--- config.mk ---
export PLATFORM = sky130hd
export DESIGN_NAME = proximity_wall_follow_controller_unit
export DESIGN_NICKNAME = d
export VERILOG_FILES = /design/src/hdl/pwfc_pkg.sv /design/src/hdl/pwfc_ctrl.sv /design/src/hdl/pwfc_datapath.sv /design/src/hdl/proximity_wall_follow_controller_unit.sv
export SDC_FILE = /design/constraint.sdc
export NUM_CORES = 2
export LEC_CHECK = 0
export BUFFER_PORTS_ARGS = -buffer_cell sky130_fd_sc_hd__clkbuf_2
export CAP_MARGIN = 20
export CELL_PAD_IN_SITES_DETAIL_PLACEMENT = 0
export CELL_PAD_IN_SITES_GLOBAL_PLACEMENT = 1
export CORE_UTILIZATION = 55
export CTS_CLUSTER_DIAMETER = 150
export DETAILED_ROUTE_END_ITERATION = 12
export HOLD_SLACK_MARGIN = 0.03
export PLACE_DENSITY_LB_ADDON = 0.12
export SLEW_MARGIN = 20
export SYNTH_ARGS = -nofsm -noshare
export SYNTH_HDL_FRONTEND = slang
export SYNTH_SLANG_ARGS = --single-unit
export TNS_END_PERCENT = 5
--- constraint.sdc ---
create_clock -name clk -period 23.1 [get_ports clk]
set_clock_uncertainty 0.05 [all_clocks]
set_input_delay 3.465 -clock clk [delete_from_list [all_inputs] [get_ports clk]]
set_output_delay 3.465 -clock clk [all_outputs]
set_load 0.1 [all_outputs]
--- src/hdl/pwfc_pkg.sv ---
// Package for the proportional wall-following controller.
// Holds item and config types, register indexes, sine table and FSM-free helpers.
package pwfc_pkg;

  localparam int MAX_READINGS_DEF = 24;
  localparam int ANGLE_BITS_DEF   = 12;

  localparam logic [1:0] REG_CRUISE    = 2'd0;
  localparam logic [1:0] REG_TARGET    = 2'd1;
  localparam logic [1:0] REG_GAIN      = 2'd2;
  localparam logic [1:0] REG_THRESHOLD = 2'd3;

  typedef struct packed {
    logic [12:0] reading_value;
    logic [11:0] reading_angle;
    logic        last_reading;
  } in_item_t;

  typedef struct packed {
    logic [15:0] left_speed;
    logic [15:0] right_speed;
    logic        wall_seen;
  } out_item_t;

  typedef struct packed {
    logic [1:0]  index;
    logic [15:0] data;
  } cfg_item_t;

  // controller -> datapath commands
  typedef struct packed {
    logic load;       // capture input item
    logic accum;      // add component pair to sums
    logic clear;      // drop set state
    logic div_start;  // begin mean division
    logic div_step;   // one quotient bit
    logic div_end;    // round and sign the means
    logic sq_x;       // square mean x
    logic sqrt_start; // square mean y, add, begin root
    logic sqrt_step;  // one root bit
    logic fin_err;    // round root, form error
    logic fin_mul;    // gain times error
    logic fin_out;    // build speeds
  } cmd_t;

  typedef struct packed {
    logic last;
    logic wall;
    logic take;    // item is counted
  } status_t;

  function automatic logic [12:0] sine_table(input logic [5:0] i);
    logic [12:0] v;
    case (i)
      6'd0: v = 13'd0;     6'd1: v = 13'd201;   6'd2: v = 13'd401;
      6'd3: v = 13'd601;   6'd4: v = 13'd799;   6'd5: v = 13'd995;
      6'd6: v = 13'd1189;  6'd7: v = 13'd1380;  6'd8: v = 13'd1567;
      6'd9: v = 13'd1751;  6'd10: v = 13'd1931; 6'd11: v = 13'd2106;
      6'd12: v = 13'd2276; 6'd13: v = 13'd2440; 6'd14: v = 13'd2598;
      6'd15: v = 13'd2751; 6'd16: v = 13'd2896; 6'd17: v = 13'd3035;
      6'd18: v = 13'd3166; 6'd19: v = 13'd3290; 6'd20: v = 13'd3406;
      6'd21: v = 13'd3513; 6'd22: v = 13'd3612; 6'd23: v = 13'd3703;
      6'd24: v = 13'd3784; 6'd25: v = 13'd3857; 6'd26: v = 13'd3920;
      6'd27: v = 13'd3973; 6'd28: v = 13'd4017; 6'd29: v = 13'd4052;
      6'd30: v = 13'd4076; 6'd31: v = 13'd4091;
      default: v = 13'd4096;
    endcase
    return v;
  endfunction

endpackage

--- src/hdl/pwfc_ctrl.sv ---
// Controller FSM for the wall-following controller.
// Sequences accumulation, division, root and output build. Uses pwfc_pkg.
module pwfc_ctrl (
  input  logic             clk,
  input  logic             rst,
  input  logic             in_valid,
  output logic             in_ready,
  output logic             out_valid,
  input  logic             out_ready,
  input  pwfc_pkg::status_t status,
  output pwfc_pkg::cmd_t    cmd
);
  import pwfc_pkg::*;

  localparam logic [3:0] S_IDLE  = 4'd0;
  localparam logic [3:0] S_ACC   = 4'd1;
  localparam logic [3:0] S_CHECK = 4'd2;
  localparam logic [3:0] S_DIV   = 4'd3;
  localparam logic [3:0] S_DEND  = 4'd4;
  localparam logic [3:0] S_SQX   = 4'd5;
  localparam logic [3:0] S_SQY   = 4'd6;
  localparam logic [3:0] S_ROOT  = 4'd7;
  localparam logic [3:0] S_ERR   = 4'd8;
  localparam logic [3:0] S_MUL   = 4'd9;
  localparam logic [3:0] S_OUT   = 4'd10;
  localparam logic [3:0] S_HOLD  = 4'd11;

  localparam int DIV_STEPS  = 20;
  localparam int ROOT_STEPS = 15;

  logic [3:0] state, state_next;
  logic [4:0] count, count_next;

  always_ff @(posedge clk) begin
    if (rst) begin
      state <= S_IDLE;
      count <= '0;
    end else begin
      state <= state_next;
      count <= count_next;
    end
  end

  assign in_ready  = (state == S_IDLE);
  assign out_valid = (state == S_HOLD);

  always_comb begin
    state_next = state;
    count_next = count;
    cmd        = '0;
    unique case (state)
      S_IDLE: begin
        if (in_valid) begin
          cmd.load   = 1'b1;
          state_next = S_ACC;
        end
      end
      S_ACC: begin
        cmd.accum  = status.take;
        state_next = status.last ? S_CHECK : S_IDLE;
      end
      S_CHECK: begin
        if (status.wall) begin
          cmd.div_start = 1'b1;
          count_next    = '0;
          state_next    = S_DIV;
        end else begin
          state_next = S_OUT;
        end
      end
      S_DIV: begin
        cmd.div_step = 1'b1;
        count_next   = count + 5'd1;
        if (count == 5'(DIV_STEPS - 1)) state_next = S_DEND;
      end
      S_DEND: begin
        cmd.div_end = 1'b1;
        state_next  = S_SQX;
      end
      S_SQX: begin
        cmd.sq_x   = 1'b1;
        state_next = S_SQY;
      end
      S_SQY: begin
        cmd.sqrt_start = 1'b1;
        count_next     = '0;
        state_next     = S_ROOT;
      end
      S_ROOT: begin
        cmd.sqrt_step = 1'b1;
        count_next    = count + 5'd1;
        if (count == 5'(ROOT_STEPS - 1)) state_next = S_ERR;
      end
      S_ERR: begin
        cmd.fin_err = 1'b1;
        state_next  = S_MUL;
      end
      S_MUL: begin
        cmd.fin_mul = 1'b1;
        state_next  = S_OUT;
      end
      S_OUT: begin
        cmd.fin_out = 1'b1;
        cmd.clear   = 1'b1;
        state_next  = S_HOLD;
      end
      S_HOLD: begin
        if (out_ready) state_next = S_IDLE;
      end
      default: state_next = S_IDLE;
    endcase
  end

endmodule

--- src/hdl/pwfc_datapath.sv ---
// Datapath for the wall-following controller: trig, sums, divider, root, speeds.
// Driven by pwfc_ctrl commands. Uses pwfc_pkg.
module pwfc_datapath #(
  parameter int MAX_READINGS = pwfc_pkg::MAX_READINGS_DEF,
  parameter int ANGLE_BITS   = pwfc_pkg::ANGLE_BITS_DEF
) (
  input  logic               clk,
  input  logic               rst,
  input  pwfc_pkg::in_item_t in_item,
  input  pwfc_pkg::cfg_item_t cfg_item,
  input  logic               cfg_we,
  input  pwfc_pkg::cmd_t     cmd,
  output pwfc_pkg::status_t  status,
  output pwfc_pkg::out_item_t out_item
);
  import pwfc_pkg::*;

  localparam int FB   = ANGLE_BITS - 7;
  localparam int QB   = ANGLE_BITS - 2;
  localparam int CW   = $clog2(MAX_READINGS + 1);

  // config registers
  logic [15:0] cruise_speed, steer_gain;
  logic [12:0] target_distance, wall_threshold;

  always_ff @(posedge clk) begin
    if (rst) begin
      cruise_speed    <= 16'd1280;
      target_distance <= 13'd410;
      steer_gain      <= 16'd2560;
      wall_threshold  <= 13'd410;
    end else if (cfg_we) begin
      unique case (cfg_item.index)
        REG_CRUISE:    cruise_speed    <= cfg_item.data;
        REG_TARGET:    target_distance <= cfg_item.data[12:0];
        REG_GAIN:      steer_gain      <= cfg_item.data;
        REG_THRESHOLD: wall_threshold  <= cfg_item.data[12:0];
        default: ;
      endcase
    end
  end

  // stage 1: capture value and the two quadrant sines
  logic [12:0] value;
  logic [12:0] sin_r, sin_c;
  logic [1:0]  quad;
  logic        last;

  function automatic logic [12:0] quad_sine(input logic [QB:0] pos);
    logic [QB-FB:0] idx;
    logic [FB-1:0]  frac;
    logic [12:0]    lo, d;
    logic [FB+12:0] p;
    idx  = pos[QB:FB];
    frac = pos[FB-1:0];
    lo   = sine_table(6'(idx));
    d    = sine_table(6'(idx) + 6'd1) - lo;
    p    = (FB + 13)'(d) * (FB + 13)'(frac) + (FB + 13)'(1 << (FB - 1));
    if (idx >= (QB - FB + 1)'(32)) return 13'd4096;
    return lo + 13'(p >> FB);
  endfunction

  logic [ANGLE_BITS-1:0] ang;
  logic [QB-1:0]         rpos;
  assign ang  = in_item.reading_angle[ANGLE_BITS-1:0];
  assign rpos = ang[QB-1:0];

  always_ff @(posedge clk) begin
    if (cmd.load) begin
      value <= (in_item.reading_value > 13'd4096) ? 13'd4096 : in_item.reading_value;
      quad  <= ang[ANGLE_BITS-1 -: 2];
      last  <= in_item.last_reading;
      sin_r <= quad_sine({1'b0, rpos});
      sin_c <= quad_sine((QB + 1)'(1 << QB) - {1'b0, rpos});
    end
  end

  // stage 2: scale, sign, accumulate
  logic signed [19:0] sum_x, sum_y;
  logic [12:0]        peak_reading;
  logic [CW-1:0]      reading_count;
  logic [25:0]        px, py;
  logic [12:0]        mx_mag, my_mag, mag_x, mag_y;
  logic               neg_x, neg_y;

  always_comb begin
    unique case (quad)
      2'd0: begin mag_x = sin_c; mag_y = sin_r; neg_x = 1'b0; neg_y = 1'b0; end
      2'd1: begin mag_x = sin_r; mag_y = sin_c; neg_x = 1'b1; neg_y = 1'b0; end
      2'd2: begin mag_x = sin_c; mag_y = sin_r; neg_x = 1'b1; neg_y = 1'b1; end
      default: begin mag_x = sin_r; mag_y = sin_c; neg_x = 1'b0; neg_y = 1'b1; end
    endcase
    px = value * mag_x + 26'd2048;
    py = value * mag_y + 26'd2048;
    mx_mag = px[24:12];
    my_mag = py[24:12];
  end

  assign status.take = (reading_count < CW'(MAX_READINGS));
  assign status.last = last;
  assign status.wall = (peak_reading >= wall_threshold);

  always_ff @(posedge clk) begin
    if (rst || cmd.clear) begin
      sum_x         <= '0;
      sum_y         <= '0;
      peak_reading  <= '0;
      reading_count <= '0;
    end else if (cmd.accum) begin
      sum_x <= neg_x ? sum_x - 20'(mx_mag) : sum_x + 20'(mx_mag);
      sum_y <= neg_y ? sum_y - 20'(my_mag) : sum_y + 20'(my_mag);
      if (value > peak_reading) peak_reading <= value;
      reading_count <= reading_count + CW'(1);
    end
  end

  // restoring divider, both components in lockstep, one bit a cycle
  logic [19:0] qx, qy, rx, ry;
  logic [19:0] nx, ny;
  logic        sx, sy;
  logic [20:0] tx, ty;
  logic [CW-1:0] half;
  assign half = reading_count >> 1;
  assign nx = sum_x[19] ? 20'(-sum_x) : 20'(sum_x);
  assign ny = sum_y[19] ? 20'(-sum_y) : 20'(sum_y);
  assign tx = {rx, qx[19]} - 21'(reading_count);
  assign ty = {ry, qy[19]} - 21'(reading_count);

  logic signed [14:0] mean_x, mean_y;
  logic [28:0] sq, sq_next_x, sq_y_term;

  assign sq_y_term = 29'($unsigned(29'(mean_y) * 29'(mean_y)));
  assign sq        = sq_next_x + sq_y_term;

  always_ff @(posedge clk) begin
    if (cmd.div_start) begin
      sx <= sum_x[19];
      sy <= sum_y[19];
      qx <= nx + 20'(half);
      qy <= ny + 20'(half);
      rx <= '0;
      ry <= '0;
    end else if (cmd.div_step) begin
      if (!tx[20]) begin rx <= tx[19:0]; qx <= {qx[18:0], 1'b1}; end
      else begin rx <= {rx[18:0], qx[19]}; qx <= {qx[18:0], 1'b0}; end
      if (!ty[20]) begin ry <= ty[19:0]; qy <= {qy[18:0], 1'b1}; end
      else begin ry <= {ry[18:0], qy[19]}; qy <= {qy[18:0], 1'b0}; end
    end
    if (cmd.div_end) begin
      mean_x <= sx ? -$signed({1'b0, qx[13:0]}) : $signed({1'b0, qx[13:0]});
      mean_y <= sy ? -$signed({1'b0, qy[13:0]}) : $signed({1'b0, qy[13:0]});
    end
    if (cmd.sq_x) sq_next_x <= 29'($unsigned(29'(mean_x) * 29'(mean_x)));
  end

  // bit-pair square root, one result bit a cycle
  logic [29:0] rem, rt;
  logic [29:0] rbit;
  logic [29:0] trial;
  assign trial = rt + rbit;

  always_ff @(posedge clk) begin
    if (cmd.sqrt_start) begin
      rem  <= 30'(sq);
      rt   <= '0;
      rbit <= 30'(1) << 28;
    end else if (cmd.sqrt_step) begin
      if (rem >= trial) begin
        rem <= rem - trial;
        rt  <= (rt >> 1) + rbit;
      end else begin
        rt <= rt >> 1;
      end
      rbit <= rbit >> 2;
    end
  end

  // error, gain product, rounded correction, clamped speeds
  logic signed [16:0] err;
  logic signed [33:0] prod;
  logic [32:0]        pmag;
  logic [21:0]        corr_mag;
  logic signed [23:0] left_s, right_s;

  always_comb begin
    pmag     = prod[33] ? 33'(-prod) : 33'(prod);
    corr_mag = 22'((pmag + 33'd2048) >> 12);
    left_s   = prod[33] ? 24'(cruise_speed) + 24'(corr_mag)
                        : 24'(cruise_speed) - 24'(corr_mag);
    right_s  = prod[33] ? 24'(cruise_speed) - 24'(corr_mag)
                        : 24'(cruise_speed) + 24'(corr_mag);
  end

  function automatic logic [15:0] clamp(input logic signed [23:0] s);
    if (s < 0) return 16'd0;
    if (s > 24'sd65535) return 16'hFFFF;
    return s[15:0];
  endfunction

  always_ff @(posedge clk) begin
    if (cmd.fin_err)
      err <= $signed({2'b0, 15'(rt) + 15'((rem > rt) ? 1 : 0)}) -
             $signed({4'b0, target_distance});
    if (cmd.fin_mul) prod <= $signed({18'b0, steer_gain}) * 34'(err);
    if (cmd.fin_out) begin
      out_item.wall_seen <= status.wall;
      if (status.wall) begin
        out_item.left_speed  <= clamp(left_s);
        out_item.right_speed <= clamp(right_s);
      end else begin
        out_item.left_speed  <= cruise_speed;
        out_item.right_speed <= cruise_speed;
      end
    end
  end

endmodule

--- src/hdl/proximity_wall_follow_controller_unit.sv ---
// Top level of the proportional wall-following controller.
// Joins pwfc_ctrl and pwfc_datapath; uses pwfc_pkg.
//
// Each reading passes through capture, then accumulate. For a reading marked
// last with a wall in view, the result is offered after a 20-step restoring
// divider for the means, run for both components in lockstep, a 15-step
// bit-pair square root, and error, gain multiply and clamp stages. A set with
// no wall goes from its check straight to the speed build. One item is
// in flight at a time and input stays blocked until the result is taken.
// Config writes are taken any cycle; make them only while no set is open.
module proximity_wall_follow_controller_unit #(
  parameter int MAX_READINGS = pwfc_pkg::MAX_READINGS_DEF,
  parameter int ANGLE_BITS   = pwfc_pkg::ANGLE_BITS_DEF
) (
  input  logic                clk,
  input  logic                rst,
  input  logic                in_valid,
  output logic                in_ready,
  input  pwfc_pkg::in_item_t  in_data,
  output logic                out_valid,
  input  logic                out_ready,
  output pwfc_pkg::out_item_t out_data,
  input  logic                cfg_valid,
  output logic                cfg_ready,
  input  pwfc_pkg::cfg_item_t cfg_data
);
  import pwfc_pkg::*;

  cmd_t    cmd;
  status_t status;

  assign cfg_ready = 1'b1;

  pwfc_ctrl u_ctrl (
    .clk, .rst, .in_valid, .in_ready, .out_valid, .out_ready,
    .status, .cmd
  );

  pwfc_datapath #(.MAX_READINGS(MAX_READINGS), .ANGLE_BITS(ANGLE_BITS)) u_dp (
    .clk, .rst, .in_item(in_data), .cfg_item(cfg_data),
    .cfg_we(cfg_valid & cfg_ready), .cmd, .status, .out_item(out_data)
  );

  a_no_take_busy: assert property (@(posedge clk) disable iff (rst)
    out_valid |-> !in_ready) else $error("input taken while result pending");
  a_hold_out: assert property (@(posedge clk) disable iff (rst)
    out_valid && !out_ready |=> out_valid && $stable(out_data))
    else $error("result dropped");
  a_one_cmd: assert property (@(posedge clk) disable iff (rst)
    $onehot0({cmd.load, cmd.accum, cmd.div_step, cmd.sqrt_step, cmd.fin_out}))
    else $error("overlapping datapath commands");

endmodule
After elaboration in Yosys (flattened, before gate mapping) --
Memory sizes are Yosys's and may differ from the RTL's. Index checks and enable logic that the tools add are counted.
Cells by class: $lt $le $gt $ge 11, add/sub/neg operators 35, multiply operators 7, equal/unequal tests 23, mux-type cells 81, reduce and logical (&&, ||, !) cells 21
Operator list (number):
- 2-to-1 mux 20 bit | 10
- 2-to-1 mux 13 bit | 11
- 2-to-1 mux 16 bit | 8
- 2-to-1 mux 29 bit | 3
- multiplier 15 x 15 -> 29 bit | 2
- adder 25 x 12 -> 25 bit (second input constant) | 2
- multiplier 13 x 13 -> 25 bit | 2
- greater-than comparator 24 x 17 -> 1 bit (second input constant) | 2
- less-than comparator 24 x 1 -> 1 bit (second input constant) | 2
- 2-to-1 mux 24 bit | 2
- case mux 4 bit (12 select lines) | 1
- subtractor 21 x 5 -> 21 bit | 2
- adder 20 x 13 -> 20 bit | 2
- adder 20 x 4 -> 20 bit | 2
- negation 20 bit | 2
- subtractor 20 x 13 -> 20 bit | 2
- adder 18 x 5 -> 18 bit (second input constant) | 2
- multiplier 13 x 5 -> 18 bit | 2
- adder 33 x 12 -> 33 bit (second input constant) | 1
- multiplier 17 x 16 -> 33 bit | 1
- 2-to-1 mux 1 bit | 33
- 2-to-1 mux 33 bit | 1
- negation 33 bit | 1
- 2-to-1 mux 32 bit | 1
- 46 further kinds | 81
Storage, ports and cells: memories kept 4, ROM bits 1536, input port bits 49, register bits 466
Memories:
- (no name shown) | depth 32, width 12, rd ports 1, clocked after memory_dff 0, write ports 0, RTL line pwfc_pkg.sv:54 | case (i)
- (no name shown) | depth 32, width 12, rd ports 1, clocked after memory_dff 0, write ports 0, RTL line pwfc_pkg.sv:54
- (no name shown) | depth 32, width 12, rd ports 1, clocked after memory_dff 0, write ports 0, RTL line pwfc_pkg.sv:54
- (no name shown) | depth 32, width 12, rd ports 1, clocked after memory_dff 0, write ports 0, RTL line pwfc_pkg.sv:54

Logic depth before layout (Yosys ltp) --
word-level depth 15, gate-level depth with buffers 48

Modules after synthesis --
Synthesis repeated with hierarchy kept, for this count alone.
Unflattened totals: cell total of the unflattened synthesis 8375, area total of the unflattened synthesis 74356.3 um^2
By module, submodules not included:
- pwfc_datapath | area each 73661.9 um^2, seq. area each 11641.2 um^2, instances 1, cells an instance 8282
- pwfc_ctrl | area each 683.2 um^2, seq. area each 180.2 um^2, instances 1, cells an instance 91
- proximity_wall_follow_controller_unit | area each 11.3 um^2, seq. area each 0.0 um^2, instances 1, cells an instance 2

Least setup slack after synthesis --
No wires, ideal clock.
path kind input-to-reg, start in in_data[6] (netlist name), end reg u_dp.sin_c[12], data pin, required time 22.785 ns, library setup time 0.265 ns, cell stages on the path 46, data arrival time 12.446 ns, path slack 10.339 ns, cells stage by stage clkbuf_1 > clkinv_1 > ha_1 > nand3_1 > xnor2_1 > clkbuf_1 > ha_1 > nand2_1 > xnor2_1 > nand2_1 > o21ai_0 > o21ai_0 > nor2_1 > a211o_1 > ha_1 > inv_1 > fa_1 > nand2_1 > [... 10 more ...] > a41o_1 > a21oi_1 > o21bai_1 > a21oi_1 > o21bai_1 > a21oi_1 > o21bai_1 > a21oi_1 > o21ai_0 > o21a_1 > nor2_1 > xnor2_1 > ha_1 > nand2_1 > o21ai_0 > xor2_1 > xnor2_1 > nand2_1
Between the ends: cells in the longest elaborated chain, start to end 10
RTL lines:
- start: declaration | RTL line proximity_wall_follow_controller_unit.sv:19 | input pwfc_pkg::in_item_t in_data,
- subtractor 11 x 10 -> 11 bit * | RTL line pwfc_datapath.sv:74 | sin_c <= quad_sine((QB + 1)'(1 << QB) - {1'b0, rpos});
- adder 6 x 1 -> 6 bit | RTL line pwfc_datapath.sv:57 | d = sine_table(6'(idx) + 6'd1) - lo;
- memory (32 x 12 bit)
- 2-to-1 mux 13 bit | RTL line pwfc_pkg.sv:54
- 2-to-1 mux 13 bit | RTL line pwfc_datapath.sv:69 | if (cmd.load) begin
- subtractor 13 bit | RTL line pwfc_datapath.sv:57
- multiplier 13 x 5 -> 18 bit | RTL line pwfc_datapath.sv:58 | p = (FB + 13)'(d) * (FB + 13)'(frac) + (FB + 13)'(1 << (FB - 1));
- adder 18 x 5 -> 18 bit | RTL line pwfc_datapath.sv:58
- adder 13 bit | RTL line pwfc_datapath.sv:60 | return lo + 13'(p >> FB);
- 2-to-1 mux 13 bit * | RTL line pwfc_datapath.sv:60
- end signal: assignment | RTL line pwfc_datapath.sv:74
- end: declaration | RTL line pwfc_datapath.sv:45 | logic [12:0] sin_r, sin_c;
Mark *: on every way between the ends. The rest lies on a longest branch, timed or not. The select of a mux whose other input is x is not followed. A chain may end at the register's enable or synchronous reset.

Worst setup path in the final report --
start in in_data[1] (netlist name), end reg u_dp.sin_c[12], data pin
The elaborated chain is that of the path after synthesis.

==> flow_summary.yaml <==
synthesis:
  seq_area_frac_synth_pct: 16.2
  synth_cells: 8321
  synthesis.area_mm2: 0.0730
  syn-mean-instance-area_um2: 8.77
  dominantRegCellSynth: "edfxtp_1"
  synth.distinct_cells: 101
  synth_enable_flop_cells: 253
  synthMuxAreaShare_pct: 0.774
  post_synth_main_area_contributors: "fa_1, ha_1, edfxtp_1"
  yosys.area_share.adder_pct: 39.8
  synth_xor_xnor_area_share_pct: 6.46
  synth_compound_gate_area_share_pct: 11.7
  synth_top_family_by_area: "adder cells"
  flip_flop_and_latch_count_after_synthesis: 464
  synth.top_cell.area_share_pct: 25.4
  ys_async_sr_fraction_pct: 0
  synthDominantAreaCellType: "fa_1"
  synth_warnings: 0
  net_count_after_synthesis: 10100
  synth-simple-area-share_pct: 16.7
setup_path:
  critical-path-top-cell-by-count: "ha_1"
  worst-r2r-setup-slack_ns: 12.01
  sort_of_element_at_the_end_of_the_critical_path: "flip-flop"
  cp_max_fo: 24
  path_delay_family: "adder cells"
  r2r_start: "u_dp.quad[1]"
  critical_path_arrival_ns: 14.08
  worst_path_max_delay_cell: "ha_1"
  required_ns: 23.46
  path_buf_inv: 8
  timing.critical_path.from_type: "primary input"
  critical_path.reg2reg.endpoint: "u_dp.sum_x[19]"
  setup.worst_path.class: "in -> reg"
  r2r.worst_path.cells: 41
  critical_path.max_stage_delay_ns: 0.80
timing:
  worst_slew_margin_rel_pct: 30.4
  finalSetupTns_ns: 0
  hold_violations: 0
  setup_violations: 0
  timing.final.max_slew_violations: 0
  worst_slew_pin_slew_ns: 1.03
  setup_repair_after_global_routing_missed_its_margin: "no"
  finalCritPeriodShare_pct: 59.4
  fmax_mhz: 72.9
  min_period_ns: 13.72
global_routing:
  antenna_found_initial: 5
  number_of_global_route_vias_before_repair: 57700
  largest_net_degree_at_the_start_of_global_routing: 76
  grt.total_usage_pct: 27.2
  overflow: 0
  grt_first_pass_wirelength_mm: 299
placement:
  dp_cells: 9904
  buffer_ports.inserted: 83
  rd_place_congestion: 0.882
  dp.final_hpwl_mm: 140
die:
  die_height_um: 366
  design.die.area_mm2: 0.134
  initial_utilization_pct: 55.5
  chipWidth_um: 366
  rows: 133
  ioPinCount: 85
  core-area_mm2: 0.131
cells_and_area:
  areaGrowthSynthToFinish_pct: 5.60
  fill_cells: 11900
  share_of_cells_above_drive_strength_1_pct: 4.60
  stdcell_count: 10000
  finalNetCount: 10000
detailed_routing:
  first_pass_iters: 6
  vias: 55900
  drtAntennaViolNets: 0
  drt-vias-per-instance: 5.58
  remaining_drc_errors: 0
  drtIter0Drc: 3253
  drt-total-wl_mm: 178
  routedWlPerCell_um: 17.8
clock_tree:
  worst_skew_pair.late_latency_ns: 0.69
  cts-root-buf: "clkbuf_16"
  cts.sinks: 464
  post_cts_resize_count: 0
  clock_tree_from_tritoncts: "yes"
  number_of_h_tree_levels: 2
  cts_post_setup_buffers_inserted: 0
  clock_tree.buffer_depth: 3
  cts.reportedPaths.clkPinSlew_ns: 0.06
  cts-buffers-inserted: 59
  post_cts_hold_buffers: 0
min_path:
  min-delay-start: "u_dp.target_distance[2]"
  hold_end: "u_dp.target_distance[2]"
  whs_path_depth: 2
  hold_path.class: "reg -> reg"
outcome:
  status: "complete, no violations"
flow_run:
  maxCapViolations: 0
## final cells by class
| type | instances | area [um^2] | area share (%) |
|---|---|---|---|
| clock inverter | 37 | 455 | 0.591 |
| clock buffer | 74 | 1620 | 2.10 |
| antenna | 2 | 5.00 | 0.00650 |
| sequential | 464 | 11800 | 15.3 |
| inverter | 1278 | 4800 | 6.23 |
| timing repair buffer | 150 | 938 | 1.22 |
| multi-input combinational | 6257 | 55200 | 71.7 |
| tap | 1755 | 2200 | 2.85 |
## kinds of logic after synthesis
family	Yosys count
AND/OR/NAND/NOR	2562
adder cells (fa/ha/maj)	1766
buffers and inverters	1600
AO/OA/AOI/OAI	1339
XOR/XNOR	538
flip-flops	464
multiplexers	50
other	2
## cells in the mapped netlist, types with 8 or more instances
cell	instances
o22ai_1	20
nor4_1	23
a311oi_1	12
or4_1	13
nor2b_1	138
or3_1	51
inv_1	1271
o21ai_0	304
o211ai_1	36
mux2_2	21
a211oi_1	94
xor2_1	174
a221oi_1	8
a31o_2	21
buf_1	18
o21bai_1	52
a21oi_1	404
dfxtp_1	211
nand3_1	103
o41ai_1	18
a31oi_1	45
nand2_1	999
edfxtp_1	253
clkbuf_1	293
and3_1	31
or2_2	38
nand2b_1	98
nor2_1	489
a21boi_0	16
o31ai_1	38
nor3_1	125
o21a_1	61
a21o_1	84
nand3b_1	21
ha_1	839
nand4_1	37
xnor2_1	364
fa_1	927
o221ai_2	9
o311ai_0	10
mux2i_1	26
and2_1	357
a211o_1	18
nor3b_1	10
## stage by stage
| stage | hold slack, ns | instance area, um^2 | worst slack [ns] | utilization (%) |
|---|---|---|---|---|
| after global routing | 0.436 | 77000 | 8.44 | 58.6 |
| after CTS | 0.407 | 77000 | 9.47 | 58.6 |
| after detailed placement | 0.398 | 74900 | 8.76 | 57.0 |
| final | 0.403 | 77000 | 9.38 | 58.6 |
| after global placement | 0.394 | 74900 | 8.81 | 57.0 |
| after floorplan | 0.386 | 73000 | 10.34 | - |
## state kept, by name (all words and copies together), names as in the netlist, 16 cells and up
register           cells
u_dp.rx               20
u_dp.qy               20
u_dp.rem              30
u_dp.rt               30
u_dp.steer_gain       16
u_dp.ry               20
u_dp.sum_x            20
u_dp.cruise_speed     16
u_dp.out_item         33
u_dp.err              16
u_dp.sum_y            20
u_dp.qx               20
u_dp.prod             33
u_dp.sq_next_x        28
## cells in the final DEF (no fill, tap or decap), drive strengths merged, types with 27 or more instances in the layout
master  synthesis  routed
xnor2         364     364
a21o           84      84
and3           32      32
o211ai         36      36
ha            839     839
a31oi          45      45
o21a           61      61
nor2          489     489
clkbuf        294     157
nor3          126     126
fa            927     927
a21oi         405     405
inv          1272    1274
nand2b         98      98
and2          358     358
or2            38      38
mux2i          27      27
buf            28      67
o21bai         52      52
edfxtp        253     253
nand2        1000    1000
nand3         104     104
o31ai          38      38
or3            51      51
nand4          39      39
xor2          174     174
o21ai         307     307
dfxtp         211     211
nor2b         138     138
a211oi         95      95
## how the worst max path moves through the flow
stage,from,to,slack [ns],cells past startpoint
after floorplan,in_data[6],u_dp.sin_c[12],10.34,46
after global placement,in_data[1],u_dp.sin_c[12],8.81,48
after detailed placement,in_data[1],u_dp.sin_c[12],8.76,46
after CTS,in_data[1],u_dp.sin_c[12],9.47,46
after global routing,in_data[1],u_dp.sin_c[12],8.44,46
final,in_data[1],u_dp.sin_c[12],9.38,46
## worst min-delay path, cell delays in order (launching register included)
cell	delay [ns]
dfxtp_1	0.31
nand2_1	0.05
a21oi_1	0.05
## per-layer routing
metal	global-route usage, %	vias up	share of wire, %
met5	0	-	0.019
met4	6.10	6	2.1
met3	3.19	241	4.7
met2	44.9	1112	47
met1	38.2	27700	47
li1	-	26900	-
Power is left out: the tool's default activity adds up to more than one toggle a clock period on the data nets, which glitch-free logic cannot reach.
